### src/box_circle_penetration_macros.svh
// Assertion helpers for the box/circle contact block.
// Each macro uses the clk_i and rst_ni of the module that expands it.
`ifndef BOX_CIRCLE_PENETRATION_MACROS_SVH
`define BOX_CIRCLE_PENETRATION_MACROS_SVH

`ifndef SYNTH
`define BCP_ASSERT(lbl, prop) \
  lbl: assert property (@(posedge clk_i) disable iff (!rst_ni) prop) \
    else $error("box_circle_penetration: check failed");
`define BCP_ASSERT_NR(lbl, prop) \
  lbl: assert property (@(posedge clk_i) prop) \
    else $error("box_circle_penetration: check failed in reset");
`else
`define BCP_ASSERT(lbl, prop)
`define BCP_ASSERT_NR(lbl, prop)
`endif

`endif

### src/bcp_pkg.sv
`timescale 1ns / 1ps
`default_nettype none

package bcp_pkg;

  localparam int FRAC_BITS = 16;
  localparam int ONE_Q14   = 16384;

  // Default skin is 0.15 in the coordinate format, rounded.
  localparam logic [30:0] SKIN_RESET = 31'(((15 << FRAC_BITS) + 50) / 100);

  localparam int SQRT_STEPS = 32;
  localparam int SQRT_LAT   = SQRT_STEPS + 1;
  localparam int DIV_BITS   = 17;
  localparam int NUM_W      = 46;

  localparam logic signed [15:0] NRM_POS   = 16'sd16384;
  localparam logic signed [15:0] NRM_NEG   = -16'sd16384;
  localparam logic [31:0]        DEPTH_MAX = 32'h7fff_ffff;
  localparam logic [DIV_BITS-1:0] Q_ONE    = DIV_BITS'(ONE_Q14);

  typedef struct packed {
    logic               mode;
    logic signed [31:0] box_center_x;
    logic signed [31:0] box_center_y;
    logic [30:0]        box_width;
    logic [30:0]        box_height;
    logic signed [31:0] circle_center_x;
    logic signed [31:0] circle_center_y;
    logic [30:0]        circle_radius;
  } bcp_in_t;

  typedef struct packed {
    logic               overlap;
    logic               hit;
    logic signed [15:0] normal_x;
    logic signed [15:0] normal_y;
    logic signed [31:0] depth;
  } bcp_out_t;

  // Per-item side data from the geometry front end to the normalize stages.
  typedef struct packed {
    logic               flip;
    logic               in_box;
    logic               touch;
    logic signed [15:0] in_nx;
    logic signed [15:0] in_ny;
    logic [31:0]        in_depth;
    logic               neg_x;
    logic               neg_y;
    logic [30:0]        mag_x;
    logic [30:0]        mag_y;
    logic [30:0]        r;
  } bcp_geo_t;

  // Side data that rides alongside the two dividers.
  typedef struct packed {
    logic               flip;
    logic               in_box;
    logic               touch;
    logic signed [15:0] in_nx;
    logic signed [15:0] in_ny;
    logic [31:0]        depth;
    logic               neg_x;
    logic               neg_y;
  } bcp_nrm_t;

endpackage

`default_nettype wire

### src/bcp_div.sv
`timescale 1ns / 1ps
`default_nettype none

module bcp_div (
  input  logic                         clk_i,
  input  logic                         en_i,
  input  logic [bcp_pkg::NUM_W-1:0]    num_i,
  input  logic [31:0]                  den_i,
  output logic [bcp_pkg::DIV_BITS-1:0] quo_o
);
  import bcp_pkg::*;

  localparam int CMP_W = 32 + DIV_BITS - 1;

  logic [NUM_W-1:0]    rem_q [DIV_BITS];
  logic [31:0]         den_q [DIV_BITS];
  logic [DIV_BITS-1:0] quo_q [DIV_BITS];

  // Restoring division, one quotient bit per stage, most significant first.
  for (genvar g = 0; g < DIV_BITS; g++) begin : g_step
    localparam int K = DIV_BITS - 1 - g;
    logic [NUM_W-1:0]    rem_in, rem_d;
    logic [31:0]         den_in;
    logic [DIV_BITS-1:0] quo_in, quo_d;
    logic [CMP_W-1:0]    sub;
    logic                take;

    if (g == 0) begin : g_first
      assign rem_in = num_i;
      assign den_in = den_i;
      assign quo_in = '0;
    end else begin : g_next
      assign rem_in = rem_q[g-1];
      assign den_in = den_q[g-1];
      assign quo_in = quo_q[g-1];
    end

    always_comb begin
      sub      = CMP_W'(den_in) << K;
      take     = CMP_W'(rem_in) >= sub;
      rem_d    = take ? NUM_W'(CMP_W'(rem_in) - sub) : rem_in;
      quo_d    = quo_in;
      quo_d[K] = take;
    end

    always_ff @(posedge clk_i) begin
      if (en_i) begin
        rem_q[g] <= rem_d;
        den_q[g] <= den_in;
        quo_q[g] <= quo_d;
      end
    end
  end

  assign quo_o = quo_q[DIV_BITS-1];

endmodule

`default_nettype wire

### config.mk
export PLATFORM = sky130hd
export DESIGN_NAME = bcp_div
export DESIGN_NICKNAME = d
export VERILOG_FILES = /design/src/box_circle_penetration_macros.svh /design/src/bcp_pkg.sv /design/src/bcp_div.sv
export SDC_FILE = /design/constraint.sdc
export NUM_CORES = 2
export LEC_CHECK = 0
export BUFFER_PORTS_ARGS = -buffer_cell sky130_fd_sc_hd__buf_4
export CORE_MARGIN = 5
export CORE_UTILIZATION = 47
export CTS_BUF_LIST = sky130_fd_sc_hd__clkbuf_2
export DETAILED_ROUTE_END_ITERATION = 10
export SLEW_MARGIN = 10
export SYNTH_ARGS = -nofsm -noshare
export SYNTH_HDL_FRONTEND = slang
export SYNTH_SLANG_ARGS = --single-unit
### constraint.sdc
create_clock -name clk_i -period 8.3 [get_ports clk_i]
set_input_delay 0 -clock clk_i [delete_from_list [all_inputs] [get_ports clk_i]]
set_output_delay 0 -clock clk_i [all_outputs]
set_load 0.02 [all_outputs]
==> flow_metrics.env <==
export IMPL_outcome="finished, final reports clean"
export IMPL_drc_errors=0
export IMPL_p_leak_nw=36.3
export IMPL_gp_congestion=0.918
export IMPL_syn_to_final_growth_pct=11.7
export IMPL_ant_nets=0
export IMPL_antenna_found_initial=3
export IMPL_grt_pass1_vias=58700
export IMPL_syn_avg_cell_area_um2=11.1
export IMPL_rsz0062_at_grt="no"
export IMPL_hold_viol=0
export IMPL_ios=97
export IMPL_drt_iter0_drc=2707
export IMPL_wirelength_um=184000
export IMPL_synth_most_common_cell="edfxtp_1"
export IMPL_worst_pin_slew_ps=1150
export IMPL_fin_nets=8419
export IMPL_setup_slack_ps=3280
export IMPL_worst_hold_path_type="flop to flop"
export IMPL_gr_total_overflow=0
export IMPL_die_h_um=421
export IMPL_num_rows=150
export IMPL_clock_sinks=1401
export IMPL_slew_limit_headroom=0.225
export IMPL_dp_hpwl_um=135000
export IMPL_routedWlPerCell_um=18.0
export IMPL_dp_cells=9291
export IMPL_die_w_um=421
export IMPL_grt_use_total=0.204
export IMPL_synthCells=7149
export IMPL_synth_cell_type_count=107
export IMPL_synth_area_leaders="edfxtp_1 53%, ha_1 8.5%, a21oi_1 4.7%"
export IMPL_ir_drop_uv=174
export IMPL_start_util=0.474
export IMPL_async_flop_share=0
export IMPL_fmax_ghz=0.199
export IMPL_cap_violations=0
export IMPL_grt_max_degree=172
export IMPL_path_clk_slew_ps=110
export IMPL_via_count=56000
export IMPL_clk_latency_ps=1730
export IMPL_yosysSeqAreaShare=0.530
export IMPL_worst_setup_path_start_kind="input port"
export IMPL_portBuffers=96
export IMPL_synth_edff_count=1401
export IMPL_die_area_um2=177000
export IMPL_cts_made_buffers=377
export IMPL_critPathMaxFanout=31
export IMPL_total_power_mw=27.7
export IMPL_tns_ps=0
export IMPL_finalSetupViolations=0
export IMPL_clockBufferDepth=4
export IMPL_synth_area_um2=79400
export IMPL_synth_common_cells="1401 x edfxtp_1, 741 x a21oi_1, 690 x inv_1"
export IMPL_fin_cells=10200
export IMPL_avgViaCountPerCell=5.48
export IMPL_drive_gt1_frac=0.111
export IMPL_firstDrtPassIters=5
export IMPL_slew_viol_final=0
export IMPL_finalCriticalPeriod_ps=5020
export IMPL_coreArea_um2=168000
export IMPL_finClkSkew_ps=111
export IMPL_criticalPathCategory="input port to flop"
export IMPL_arrival_ps=6450
export IMPL_synth_nets=7786
export IMPL_worstPathRequired_ps=9730
export IMPL_synth_largest_area_cell="edfxtp_1"
export IMPL_htreeDepth=5
export IMPL_synth_top_area_frac=0.530
export IMPL_worstSetupEndpointType="flop"
export IMPL_root_buffer="clkbuf_2"
export IMPL_ys_ff_latch=1401
export IMPL_synthFlopType="edfxtp_1"
export IMPL_cts_tree="done"
export IMPL_cellPowerDensity_nw_per_um2=312
export IMPL_yosys_warnings=0
export IMPL_dp_slack_ps=3390
export IMPL_period_share=0.605
export IMPL_grt_pass1_wl_um=294000
==> state kept, by name (all words and copies together), names as in the netlist <==
register	cells
quo_q	153
rem_q	736
den_q	512
==> cell usage in the layout, fill, tap and decap left out, types with 200 or more instances in the layout <==
cell type	Yosys	final
o21ai_0	312	312
nand2_1	373	373
a21o_1	297	294
edfxtp_1	1401	1401
nor2_1	537	537
dlygate4sd3_1	0	315
clkbuf_2	1	507
ha_1	541	541
xnor2_1	321	321
xor2_1	200	200
a21oi_1	741	741
inv_1	690	690
==> path summary, 6_finish.rpt <==
| path | cells after the start | endpoint | start | slack, ps |
|---|---|---|---|---|
| hold reg to reg | 0 | quo_q[0][132]$_DFFE_PP_ | quo_q[0][115]$_DFFE_PP_ | 370 |
| hold / removal | 0 | quo_q[0][132]$_DFFE_PP_ | quo_q[0][115]$_DFFE_PP_ | 370 |
| setup / recovery | 20 | rem_q[0][18]$_DFFE_PP_ | den_i[0] | 3280 |
| setup reg to reg | 14 | rem_q[0][315]$_DFFE_PP_ | rem_q[0][240]$_DFFE_PP_ | 3340 |
==> logic make-up after synthesis <==
family,share of synthesized area
flip-flops,0.530
AND/OR/NAND/NOR,0.104
AO/OA/AOI/OAI,0.152
buffers and inverters,0.0437
multiplexers,0.0243
adder cells (fa/ha/maj),0.0893
XOR/XNOR,0.0575
==> layout make-up <==
class	count	area, um2
diodes	6	15.0
clock buffers	507	2540
clock inverters	105	447
fillers	14700	78900
inverters	693	2600
multi-input cells	4854	34000
flip-flops and latches	1401	42100
well taps	2204	2760
repair buffers	455	4310
==> where the power goes <==
part / total [mW] / internal [mW] / switching, mW
clock: 4.38 / 1.67 / 2.71
sequential: 10.9 / 10.0 / 0.902
combinational: 12.4 / 5.33 / 7.04
total: 27.7 / 17.0 / 10.7
==> critical path: stages <==
cell and delay, ps:
dlygate4sd3_1 560, dlygate4sd3_1 590, dlygate4sd3_1 560, buf_4 130
dlygate4sd3_1 580, ha_1 230, fa_1 430, nor2b_1 130
o21ai_0 140, a21oi_1 310, nor3_1 150, o31ai_1 280
buf_4 220, nor2_1 60, o21ai_0 230, a31oi_1 160
o31ai_4 200, buf_4 450, mux2_2 400, dlygate4sd3_1 580
==> through the flow <==
step / cell area, um2 / hold slack (ps) / util
final: 88700 / 367 / 0.529
after global routing: 88700 / 391 / 0.529
after CTS: 88700 / 309 / 0.529
after detailed placement: 82500 / 189 / 0.492
after global placement: 82500 / 189 / 0.492
after floorplan: 79400 / 98.9 / -
==> what timing repair did <==
action	4_1_cts	5_1_grt
setup buffers	0	0
endpoints found under the hold margin	1480	0
hold buffers	316	0
resized for setup	0	0
==> layer usage <==
layer / global-route usage / part of all wire / up-vias
li1: - / - / 27800
met1: 0.187 / 0.34 / 26000
met2: 0.397 / 0.54 / 1488
met3: 0.0307 / 0.034 / 729
met4: 0.161 / 0.084 / 0
met5: 0 / 0 / -
(Power assumes the default switching activity.)
